===== config.mk =====
export PLATFORM = sky130hd
export DESIGN_NAME = color_threshold_bounding_box_unit
export DESIGN_NICKNAME = d
export VERILOG_FILES = /design/src/ctbb_pkg.sv /design/src/color_threshold_bounding_box_unit.sv /design/src/ctbb_front.sv /design/src/ctbb_queue.sv /design/src/ctbb_back.sv
export SDC_FILE = /design/constraint.sdc
export NUM_CORES = 1
export LEC_CHECK = 0
export BUFFER_PORTS_ARGS = -buffer_cell sky130_fd_sc_hd__buf_2
export CAP_MARGIN = 10
export CORE_ASPECT_RATIO = 1.2
export CORE_UTILIZATION = 49
export CTS_CLUSTER_SIZE = 30
export DETAILED_ROUTE_END_ITERATION = 12
export PLACE_DENSITY = 0.7
export SYNTH_ARGS = -nofsm -noshare
export SYNTH_HDL_FRONTEND = slang
export SYNTH_SLANG_ARGS = --single-unit

===== constraint.sdc =====
create_clock -name i_clk -period 3.4 [get_ports i_clk]
set_input_delay 0.34 -clock i_clk [delete_from_list [all_inputs] [get_ports i_clk]]
set_output_delay 0.34 -clock i_clk [all_outputs]
set_load 0.01 [all_outputs]

===== src/ctbb_pkg.sv =====
// ---------------------------------------------------------------------------
// ctbb_pkg
// Types, constants and helpers shared by the bounding box unit.
// ---------------------------------------------------------------------------
`default_nettype none

package ctbb_pkg;

    localparam int MAX_DIM   = 4096;
    localparam int DIM_W     = $clog2(MAX_DIM + 1);  // holds MAX_DIM itself
    localparam int CNT_W     = $clog2(MAX_DIM);      // column / row index
    localparam int CFG_DIM_W = 13;                   // register field width
    localparam int OUT_W     = 13;                   // box port width
    localparam int CH_W      = 8;

    // queue between front and back, power of two
    localparam int QDEPTH = 2;

    // register indexes
    localparam int CFG_IDX_W = 3;
    localparam logic [CFG_IDX_W-1:0] REG_BLUE_MIN     = 3'd0;
    localparam logic [CFG_IDX_W-1:0] REG_GREEN_MAX    = 3'd1;
    localparam logic [CFG_IDX_W-1:0] REG_RED_MAX      = 3'd2;
    localparam logic [CFG_IDX_W-1:0] REG_FRAME_WIDTH  = 3'd3;
    localparam logic [CFG_IDX_W-1:0] REG_FRAME_HEIGHT = 3'd4;

    localparam logic [CH_W-1:0]      RST_BLUE_MIN     = 8'd205;
    localparam logic [CH_W-1:0]      RST_GREEN_MAX    = 8'd190;
    localparam logic [CH_W-1:0]      RST_RED_MAX      = 8'd150;
    localparam logic [CFG_DIM_W-1:0] RST_FRAME_WIDTH  = 13'd640;
    localparam logic [CFG_DIM_W-1:0] RST_FRAME_HEIGHT = 13'd480;

    typedef struct packed {
        logic [CH_W-1:0]  blue_min;
        logic [CH_W-1:0]  green_max;
        logic [CH_W-1:0]  red_max;
        logic [DIM_W-1:0] width;    // effective, 1..MAX_DIM
        logic [DIM_W-1:0] height;
    } t_cfg;

    // one classified pixel
    typedef struct packed {
        logic             hit;
        logic [CNT_W-1:0] row;
        logic [CNT_W-1:0] col;
        logic             last;     // final pixel of the frame
    } t_px;

    typedef struct packed {
        logic             found;
        logic [OUT_W-1:0] top;
        logic [OUT_W-1:0] left;
        logic [OUT_W-1:0] bottom;
        logic [OUT_W-1:0] right;
    } t_res;

    // zero acts as one, oversize clamps to MAX_DIM
    function automatic logic [DIM_W-1:0] eff_dim(input logic [CFG_DIM_W-1:0] v);
        logic [DIM_W-1:0] r;
        if (v == '0) begin
            r = DIM_W'(1);
        end else if (32'(v) > MAX_DIM) begin
            r = DIM_W'(MAX_DIM);
        end else begin
            r = DIM_W'(v);
        end
        return r;
    endfunction

endpackage

`default_nettype wire


===== src/color_threshold_bounding_box_unit.sv =====
// ---------------------------------------------------------------------------
// color_threshold_bounding_box_unit
// Colour-threshold bounding box over a raster-order pixel stream.
// ---------------------------------------------------------------------------
//
//  Channel   Handshake               Payload
//  --------  ----------------------  ------------------------------------------
//  pixel in  i_push / o_full         i_chan_blue, i_chan_green, i_chan_red
//  result    o_empty / i_pop         o_found, o_box_top/left/bottom/right
//  config    i_cfg_we (no stall)     i_cfg_idx, i_cfg_wdata
//
//  One pixel beat per cycle sustained while o_full stays low; a pixel
//  reaches the back end through the registers of the two-entry queue, and
//  its frame result is registered in the result slot. The back end stalls
//  only on the final pixel of a frame while the previous result still sits unpopped.
//  Reset is synchronous, active low; it clears counters, queue and
//  result valid and restores the register defaults. No clearing pass.
//
// ---------------------------------------------------------------------------
`default_nettype none

module color_threshold_bounding_box_unit
    import ctbb_pkg::*;
(
    input  wire logic                 i_clk,
    input  wire logic                 i_rst_n,
    // pixel stream
    input  wire logic                 i_push,
    output logic                      o_full,
    input  wire logic [CH_W-1:0]      i_chan_blue,
    input  wire logic [CH_W-1:0]      i_chan_green,
    input  wire logic [CH_W-1:0]      i_chan_red,
    // register writes
    input  wire logic                 i_cfg_we,
    input  wire logic [CFG_IDX_W-1:0] i_cfg_idx,
    input  wire logic [CFG_DIM_W-1:0] i_cfg_wdata,
    // frame results
    output logic                      o_empty,
    input  wire logic                 i_pop,
    output logic                      o_found,
    output logic [OUT_W-1:0]          o_box_top,
    output logic [OUT_W-1:0]          o_box_left,
    output logic [OUT_W-1:0]          o_box_bottom,
    output logic [OUT_W-1:0]          o_box_right
);

    // -- registers -----------------------------------------------------------
    logic [CH_W-1:0]      r_blue_min;
    logic [CH_W-1:0]      r_green_max;
    logic [CH_W-1:0]      r_red_max;
    logic [CFG_DIM_W-1:0] r_frame_width;
    logic [CFG_DIM_W-1:0] r_frame_height;
    t_cfg                 cfg;

    always_ff @(posedge i_clk) begin
        if (!i_rst_n) begin
            r_blue_min     <= RST_BLUE_MIN;
            r_green_max    <= RST_GREEN_MAX;
            r_red_max      <= RST_RED_MAX;
            r_frame_width  <= RST_FRAME_WIDTH;
            r_frame_height <= RST_FRAME_HEIGHT;
        end else if (i_cfg_we) begin
            case (i_cfg_idx)
                REG_BLUE_MIN:     r_blue_min     <= i_cfg_wdata[CH_W-1:0];
                REG_GREEN_MAX:    r_green_max    <= i_cfg_wdata[CH_W-1:0];
                REG_RED_MAX:      r_red_max      <= i_cfg_wdata[CH_W-1:0];
                REG_FRAME_WIDTH:  r_frame_width  <= i_cfg_wdata;
                REG_FRAME_HEIGHT: r_frame_height <= i_cfg_wdata;
                default: begin
                    // unmapped index: write dropped
                end
            endcase
        end
    end

    // dimensions clamped once here; both halves see the effective size
    always_comb begin
        cfg.blue_min  = r_blue_min;
        cfg.green_max = r_green_max;
        cfg.red_max   = r_red_max;
        cfg.width     = eff_dim(r_frame_width);
        cfg.height    = eff_dim(r_frame_height);
    end

    // -- front: classify and position ----------------------------------------
    logic q_full, q_empty, q_wr, q_rd;
    t_px  q_wr_data, q_rd_data;

    assign o_full = q_full;

    ctbb_front u_front (
        .i_clk        (i_clk),
        .i_rst_n      (i_rst_n),
        .i_cfg        (cfg),
        .i_push       (i_push),
        .i_chan_blue  (i_chan_blue),
        .i_chan_green (i_chan_green),
        .i_chan_red   (i_chan_red),
        .i_q_full     (q_full),
        .o_wr_en      (q_wr),
        .o_wr_data    (q_wr_data)
    );

    // -- decoupling queue ------------------------------------------------------
    ctbb_queue u_queue (
        .i_clk     (i_clk),
        .i_rst_n   (i_rst_n),
        .i_wr_en   (q_wr),
        .i_wr_data (q_wr_data),
        .i_rd_en   (q_rd),
        .o_rd_data (q_rd_data),
        .o_full    (q_full),
        .o_empty   (q_empty)
    );

    // -- back: box update and result slot --------------------------------------
    t_res res;

    ctbb_back u_back (
        .i_clk     (i_clk),
        .i_rst_n   (i_rst_n),
        .i_cfg     (cfg),
        .i_px      (q_rd_data),
        .i_q_empty (q_empty),
        .o_q_rd    (q_rd),
        .i_pop     (i_pop),
        .o_empty   (o_empty),
        .o_res     (res)
    );

    assign o_found      = res.found;
    assign o_box_top    = res.top;
    assign o_box_left   = res.left;
    assign o_box_bottom = res.bottom;
    assign o_box_right  = res.right;

endmodule

`default_nettype wire


===== src/ctbb_front.sv =====
// ---------------------------------------------------------------------------
// ctbb_front
// Pixel intake: threshold test and raster position counters.
// ---------------------------------------------------------------------------
`default_nettype none

module ctbb_front
    import ctbb_pkg::*;
(
    input  wire logic            i_clk,
    input  wire logic            i_rst_n,
    input  wire t_cfg            i_cfg,
    input  wire logic            i_push,
    input  wire logic [CH_W-1:0] i_chan_blue,
    input  wire logic [CH_W-1:0] i_chan_green,
    input  wire logic [CH_W-1:0] i_chan_red,
    input  wire logic            i_q_full,
    output logic                 o_wr_en,
    output t_px                  o_wr_data
);

    logic [CNT_W-1:0] r_col, n_col;
    logic [CNT_W-1:0] r_row, n_row;
    logic             row_end;
    logic             frame_end;

    assign o_wr_en   = i_push && !i_q_full;

    // >= so a shrink mid-frame still closes the row at the next beat
    assign row_end   = (DIM_W'(r_col) + DIM_W'(1)) >= i_cfg.width;
    assign frame_end = row_end && ((DIM_W'(r_row) + DIM_W'(1)) >= i_cfg.height);

    always_comb begin
        o_wr_data.hit  = (i_chan_blue > i_cfg.blue_min) &&
                         (i_chan_green < i_cfg.green_max) &&
                         (i_chan_red < i_cfg.red_max);
        o_wr_data.row  = r_row;
        o_wr_data.col  = r_col;
        o_wr_data.last = frame_end;
    end

    always_comb begin
        n_col = r_col;
        n_row = r_row;
        if (o_wr_en) begin
            if (row_end) begin
                n_col = '0;
                n_row = frame_end ? '0 : r_row + CNT_W'(1);
            end else begin
                n_col = r_col + CNT_W'(1);
            end
        end
    end

    always_ff @(posedge i_clk) begin
        if (!i_rst_n) begin
            r_col <= '0;
            r_row <= '0;
        end else begin
            r_col <= n_col;
            r_row <= n_row;
        end
    end

endmodule

`default_nettype wire


===== src/ctbb_queue.sv =====
// ---------------------------------------------------------------------------
// ctbb_queue
// Short register queue of classified pixels between front and back.
// ---------------------------------------------------------------------------
`default_nettype none

module ctbb_queue
    import ctbb_pkg::*;
(
    input  wire logic i_clk,
    input  wire logic i_rst_n,
    input  wire logic i_wr_en,
    input  wire t_px  i_wr_data,
    input  wire logic i_rd_en,
    output t_px       o_rd_data,
    output logic      o_full,
    output logic      o_empty
);

    localparam int PTR_W = (QDEPTH > 1) ? $clog2(QDEPTH) : 1;
    localparam int CNT_QW = $clog2(QDEPTH + 1);

    t_px               r_mem [QDEPTH];
    logic [PTR_W-1:0]  r_wr_ptr, r_rd_ptr;
    logic [CNT_QW-1:0] r_count, n_count;
    logic              do_wr, do_rd;

    assign o_full    = (r_count == CNT_QW'(QDEPTH));
    assign o_empty   = (r_count == '0);
    assign do_wr     = i_wr_en && !o_full;
    assign do_rd     = i_rd_en && !o_empty;
    assign o_rd_data = r_mem[r_rd_ptr];

    always_comb begin
        n_count = r_count;
        if (do_wr && !do_rd) begin
            n_count = r_count + CNT_QW'(1);
        end else if (do_rd && !do_wr) begin
            n_count = r_count - CNT_QW'(1);
        end
    end

    always_ff @(posedge i_clk) begin
        if (do_wr) begin
            r_mem[r_wr_ptr] <= i_wr_data;
        end
    end

    always_ff @(posedge i_clk) begin
        if (!i_rst_n) begin
            r_wr_ptr <= '0;
            r_rd_ptr <= '0;
            r_count  <= '0;
        end else begin
            r_count <= n_count;
            if (do_wr) begin
                r_wr_ptr <= r_wr_ptr + PTR_W'(1);
            end
            if (do_rd) begin
                r_rd_ptr <= r_rd_ptr + PTR_W'(1);
            end
        end
    end

endmodule

`default_nettype wire


===== src/ctbb_back.sv =====
// ---------------------------------------------------------------------------
// ctbb_back
// Box accumulation and per-frame result register.
// ---------------------------------------------------------------------------
`default_nettype none

module ctbb_back
    import ctbb_pkg::*;
(
    input  wire logic i_clk,
    input  wire logic i_rst_n,
    input  wire t_cfg i_cfg,
    input  wire t_px  i_px,
    input  wire logic i_q_empty,
    output logic      o_q_rd,
    input  wire logic i_pop,
    output logic      o_empty,
    output t_res      o_res
);

    logic             r_any, n_any;
    logic [CNT_W-1:0] r_min_row, n_min_row;
    logic [CNT_W-1:0] r_min_col, n_min_col;
    logic [CNT_W-1:0] r_max_row, n_max_row;
    logic [CNT_W-1:0] r_max_col, n_max_col;
    logic             r_out_valid, n_out_valid;
    t_res             r_res, n_res;
    logic             out_ready;

    // result slot frees up in the same cycle it is popped
    assign out_ready = !r_out_valid || i_pop;
    assign o_q_rd    = !i_q_empty && (!i_px.last || out_ready);
    assign o_empty   = !r_out_valid;
    assign o_res     = r_res;

    always_comb begin
        n_any     = r_any;
        n_min_row = r_min_row;
        n_min_col = r_min_col;
        n_max_row = r_max_row;
        n_max_col = r_max_col;
        if (o_q_rd && i_px.hit) begin
            // first hit loads all four directly
            if (!r_any || i_px.row < r_min_row) n_min_row = i_px.row;
            if (!r_any || i_px.col < r_min_col) n_min_col = i_px.col;
            if (!r_any || i_px.row > r_max_row) n_max_row = i_px.row;
            if (!r_any || i_px.col > r_max_col) n_max_col = i_px.col;
            n_any = 1'b1;
        end
    end

    always_comb begin
        n_out_valid = r_out_valid && !i_pop;
        n_res       = r_res;
        if (o_q_rd && i_px.last) begin
            n_out_valid = 1'b1;
            if (n_any) begin
                n_res.found  = 1'b1;
                n_res.top    = OUT_W'(n_min_row);
                n_res.left   = OUT_W'(n_min_col);
                n_res.bottom = OUT_W'(n_max_row);
                n_res.right  = OUT_W'(n_max_col);
            end else begin
                n_res.found  = 1'b0;
                n_res.top    = '0;
                n_res.left   = '0;
                n_res.bottom = OUT_W'(i_cfg.height);
                n_res.right  = OUT_W'(i_cfg.width);
            end
        end
    end

    always_ff @(posedge i_clk) begin
        r_min_row <= n_min_row;
        r_min_col <= n_min_col;
        r_max_row <= n_max_row;
        r_max_col <= n_max_col;
        r_res     <= n_res;
    end

    always_ff @(posedge i_clk) begin
        if (!i_rst_n) begin
            r_any       <= 1'b0;
            r_out_valid <= 1'b0;
        end else begin
            // end of frame starts the next box afresh
            r_any       <= (o_q_rd && i_px.last) ? 1'b0 : n_any;
            r_out_valid <= n_out_valid;
        end
    end

endmodule

`default_nettype wire


# [Word-level counts from Yosys, hierarchy flattened]
# Memories as Yosys holds them, arrays and structs flattened. A register that Yosys moved wholly into a read port is not among the register bits.
# Index checks and enable logic that the tools add are counted.
[totals] reg_bits=181 ramBits=52 n_memories=1
[memory_table] memory="u_queue.r_mem" depth=2 word_bits=26 rd=1 rd_clocked_by_memory_dff=1 wr=1 line_no="ctbb_queue.sv:23" source="t_px r_mem [QDEPTH];"
[op_classes] addsub=8 n_lt_le_gt_ge=11 eq_ne=5 mux=23 bitwise_logic=1 reduce_logical=38
[op_table] op="two-way mux 12 bit" count=10
[op_table] op="two-way mux 53 bit" count=1
[op_table] op="two-way mux 13 bit" count=4
[op_table] op="adder 12 x 1 -> 13 bit (second input constant)" count=2
[op_table] op="greater-or-equal comparator 13 bit" count=2
[op_table] op="greater-than comparator 13 bit (second input constant)" count=2
[op_table] op="zero test 13 bit" count=2
[op_table] op="adder 12 x 1 -> 12 bit (second input constant)" count=2
[op_table] op="greater-than comparator 12 bit" count=2
[op_table] op="less-than comparator 12 bit" count=2
[op_table] op="less-than comparator 8 bit" count=2
[op_table] op="logical AND 1 bit" count=12
[op_table] op="AND reduction 2 bit" count=6
[op_table] op="greater-than comparator 8 bit" count=1
[op_table] op="zero test 1 bit" count=8
[op_table] op="equality test 3 x 2 -> 1 bit (second input constant)" count=2
[op_table] op="logical OR 1 bit" count=6
[op_table] op="two-way mux 1 bit" count=6
[op_table] op="two-way mux 2 bit" count=2
[op_table] op="equality test 3 x 1 -> 1 bit (second input constant)" count=1
[op_table] op="equality test 3 bit (second input constant)" count=1
[op_table] op="zero test 3 bit" count=1
[op_table] op="adder 1 bit (second input constant)" count=2
[op_table] op="adder 2 x 1 -> 2 bit (second input constant)" count=1
[op_table] op="6 further kinds" count=6

# [Logic depth before layout (Yosys ltp)]
[logic_depth] depth_word=8 depth_mapped=14 mapped_depth_nobuf=12

# [Cells and area by module]
# Synthesis repeated with hierarchy kept, for this count alone.
[hier_totals] cells_unflattened=1148 hier_area_um2=12085.3
[modules_own_cells] mod="ctbb_back" instances=1 cells_per_inst=490 area_each_um2=5350.1 seq_area_each_um2=2532.4
[modules_own_cells] mod="ctbb_front" instances=1 cells_per_inst=313 area_each_um2=2576.2 seq_area_each_um2=480.5
[modules_own_cells] mod="ctbb_queue" instances=1 cells_per_inst=106 area_each_um2=2108.3 seq_area_each_um2=1661.6
[modules_own_cells] mod="color_threshold_bounding_box_unit" instances=1 cells_per_inst=239 area_each_um2=2050.7 seq_area_each_um2=1001.0

# [Least setup slack after synthesis]
# OpenSTA, ideal clock, no wires.
[synth_path] path_type="register -> register" start="reg (tool-made name)" end="reg u_back.r_res (netlist bit u_back.o_res[0]) (enable)" arrival_ps=3323 required_ps=2931 path_slack_ps=-392 stages_incl_launch_ff=5 n_path_buf=1 synth_period_minus_slack_ps=3792 path_cell_list="dfxtp_1 > buf_6 > mux2_4 > a21o_1 > nor2b_1"
[synth_rtl] element="end signal: assignment" line_no="ctbb_back.sv:78" source="r_res <= n_res;"
[synth_rtl] element="end: declaration" line_no="ctbb_back.sv:27" source="t_res r_res, n_res;"

# [Final worst setup path]
[layout_path] start="reg u_front.r_row[1]" end="reg u_front.r_row[0]"
[layout_via] elab_chain_cells=4
[layout_lines] element="start: declaration" line_no="ctbb_front.sv:23" source="logic [CNT_W-1:0] r_row, n_row;"
[layout_lines] element="start signal: assignment" line_no="ctbb_front.sv:61" source="r_row <= n_row;"
[layout_lines] element="adder 12 x 1 -> 13 bit" line_no="ctbb_front.sv:31" source="assign frame_end = row_end && ((DIM_W'(r_row) + DIM_W'(1)) >= i_cfg.height);"
[layout_lines] element="greater-or-equal comparator 13 bit" line_no="ctbb_front.sv:31"
[layout_lines] element="logical AND 1 bit" line_no="ctbb_front.sv:31"
[layout_lines] element="two-way mux 12 bit" line_no="ctbb_front.sv:48" source="n_row = frame_end ? '0 : r_row + CNT_W'(1);"
# No other way between the ends.
# A chain may end at the register's enable or synchronous reset.

==> results.toml <==
[worst_setup_path]
end_kind = "flop"
cp-startpoint = "u_front.r_row[1]"
crit_family = "simple AND/OR/NAND/NOR gates"
rr_endpoint = "u_front.r_row[0]"
cp.arrival_ns = 3.56
crit_path_cell_trace = "ha_2, nand3_1, or2_2, nor2_2, xor2_1, ha_1, nand3_1, a311oi_1, o31a_1, nor3_2, buf_4, nand2_1, o22ai_1"
r2r_start = "u_front.r_row[1]"
cp_slowest_stage_delay_ns = 0.46
crit_buf_inv = 1
cp.required_ns = 3.78
cp.depth = 13
crit_top_cell = "nand3_1"
path_class = "flop to flop"
r2r_slack_ns = 0.23
crit_path_start_kind = "flop"
cp_slowest_cell = "dfxtp_1"
endpoint = "u_front.r_row[0]"
worstPathMaxFanout = 13
r2r.worst_path.cells = 13

[synthesis]
syn_avg_cell_area_um2 = 9.71
synth_area_leaders = "edfxtp_1 (27%), dfxtp_1 (22%), ha_1 (10%)"
syn_inst = 1197
async_flop_share_pct = 0
synth_edf_count = 103
ys_seq_area_share_pct = 48.8
synth_top_area_share_pct = 26.6
synth_flop_cell = "dfxtp_1"
ys_seq_elements = 232
synth.distinct_cells = 60
syn_area_mm2 = 0.0116
yosys_warnings = 0
yosys.area.top_type = "edfxtp_1"

[detailed_routing]
first_pass_iters = 5
drc = 0
final_antenna_net_count = 0
route.detailed.wl_per_inst_um = 15.3
viasPerCell = 5.41
vias = 8805
drt_iter0_drc = 519
routed_wl_um = 25000

[sta]
max_freq_ghz = 0.315
hold_viol = 0
final-setup-viol-count = 0
worstMarginPinSlew_ns = 0.862
maxSlewHeadroom_pct = 42.3
worst_slack_ns = 0.227
fin_crit_ns = 3.17
skew_ns = 0.0153
report.final.slew_viol_count = 0
fin_crit_sh_pct = 93.3

[clocking]
cts_buffer_depth = 3
htreeDepth = 1
post_cts_buffers = 0
clockRootBuffer = "clkbuf_16"
cts_tree = "done"
clk_pin_slew_ns = 0.06
clock_sinks = 232
clock_latency_ns = 0.52
postCtsHoldBufs = 0
cts_resized = 0
numCtsBuffers = 24

[place]
io_buffers = 97
placed_area_mm2 = 0.0125
dp.cells = 1584
dp_hpwl_um = 18600
gp_congestion = 0.874
place_ws_ns = 0.119

[grt]
grt_use_total_pct = 21.0
grt_pass1_wl_um = 41000
overflow = 0
grt_antenna_before_repair = 0
grt_start_max_net_pins = 44
grt_pass1_vias = 8490

[floorplan]
start_util_pct = 50.1
io-pin-count = 100
die_w_um = 143
die_y_um = 171
rows = 61
fp.coreArea_mm2 = 0.0232
dieArea_mm2 = 0.0243

[power]
powerDensity_mw_per_mm2 = 750
p_leak_nw = 5.63
ir_drop_v = 0.000353
power_mw = 9.93

[run]
cap_violations = 0

[layout]
instances_no_fill = 1629
fill_cells = 2055
finish.utilization_pct = 57.1
final_common_cell = "nand2_1"
final_cell_mix = "nand2_1 (181), dfxtp_1 (128), a21oi_1 (120)"
drive_gt1_share_pct = 15.5
fin_area_mm2 = 0.0132
fin_nets = 1437
syn_to_final_growth_pct = 13.9

[min_path]
hold_depth = 3
hold_path.class = "primary input to flop"

[outcome]
status = "finished, final reports clean"
[metrics by stage]
stage          TNS, ns  hold WS [ns]
2_1_floorplan        0         0.424
3_3_place_gp         0         0.444
3_5_place_dp         0         0.448
4_1_cts              0        0.0590
5_1_grt        -0.0214        0.0756
6_report             0        0.0722
[power by group]
group	leakage (nW)	switching (mW)	internal (mW)
registers	2.04	0.250	3.71
clock network	0.373	1.04	1.47
logic	3.21	2.08	1.38
[logic make-up (layout without fill, tap and decap cells)]
family | Yosys count | count (layout) | share of synthesized area [%]
xor gates and xnor gates | 34 | 34 | 2.56
muxes | 38 | 38 | 3.59
DFF | 232 | 232 | 48.8
adders and majority gates | 97 | 97 | 10.4
buffers and inverters | 155 | 270 | 5.58
AOI/OAI and AO/OA | 264 | 264 | 14.1
other | 1 | 3 | 0.0323
and+or+nand+nor | 376 | 376 | 14.8
[metal layers]
metal | share of wire [%] | up-vias | global-route usage [%]
li1 | - | 4428 | -
met1 | 46 | 4116 | 27.2
met2 | 47 | 230 | 35.4
met3 | 5.3 | 31 | 3.92
met4 | 2.0 | 0 | 6.55
met5 | 0 | - | 0
[area by class of cell]
cell class | instances | area, µm² | area share [%]
timing repair buffer | 127 | 711 | 5.37
sequential | 232 | 5680 | 42.9
multi-input combinational | 811 | 5330 | 40.2
clock inverter | 9 | 75.1 | 0.567
antenna | 1 | 2.50 | 0.0189
clock buffer | 35 | 683 | 5.16
inverter | 99 | 372 | 2.81
tap | 315 | 394 | 2.98
[Yosys cell counts (2+ instances only)]
cell type  instances
a211o_1            4
a211oi_1           5
a21boi_0           3
a21boi_1           2
a21o_1            13
a21oi_1          120
a31o_2             8
a31oi_1            5
a32o_1            11
a41oi_1            4
and2_1            20
and3_1            12
buf_1              4
buf_2             11
buf_4              4
buf_6              5
clkbuf_1          32
dfxtp_1          129
edfxtp_1         103
ha_1              97
inv_1             99
mux2_2            15
mux2i_1           21
nand2_1          181
nand2b_1           8
nand3_1           49
nand4_1           18
nor2_1            44
nor2b_1           14
nor3_1            14
nor4_1             7
o211ai_1          24
o21a_1             3
o21ai_0           23
o21ai_1           19
o22ai_1            8
or2_2              3
xnor2_1           16
xor2_1            18
[state kept, by name, summed over array words and instances (netlist names), named ones only]
name                cells
r_blue_min              8
r_frame_height         13
r_frame_width          13
r_green_max             8
r_red_max               8
u_back.o_res           51
u_back.r_any            1
u_back.r_max_col       12
u_back.r_max_row       12
u_back.r_min_col       12
u_back.r_min_row       12
u_back.r_out_valid      1
u_front.r_col          12
u_front.r_row          12
u_queue.r_count         2
u_queue.r_mem          52
u_queue.r_rd_ptr        1
u_queue.r_wr_ptr        1
[worst register-to-register path, cell delays in order (launching register included)]
cell,delay [ns]
dfxtp_1,0.46
ha_2,0.29
nand3_1,0.20
or2_2,0.43
nor2_2,0.18
xor2_1,0.09
ha_1,0.28
nand3_1,0.09
a311oi_1,0.26
o31a_1,0.26
nor3_2,0.07
buf_4,0.19
nand2_1,0.14
o22ai_1,0.11
[worst min-delay path by stage]
stage                           start                    to
global placement    r_frame_height[0]     r_frame_height[0]
CTS                    i_cfg_wdata[9]      r_frame_width[9]
floorplan            u_front.r_row[5]  u_queue.r_mem[0][18]
global route           i_cfg_wdata[8]      r_frame_width[8]
detailed placement  r_frame_height[0]     r_frame_height[0]
finish                 i_cfg_wdata[9]      r_frame_width[9]
Note: power is estimated with default switching activity, not from simulation.
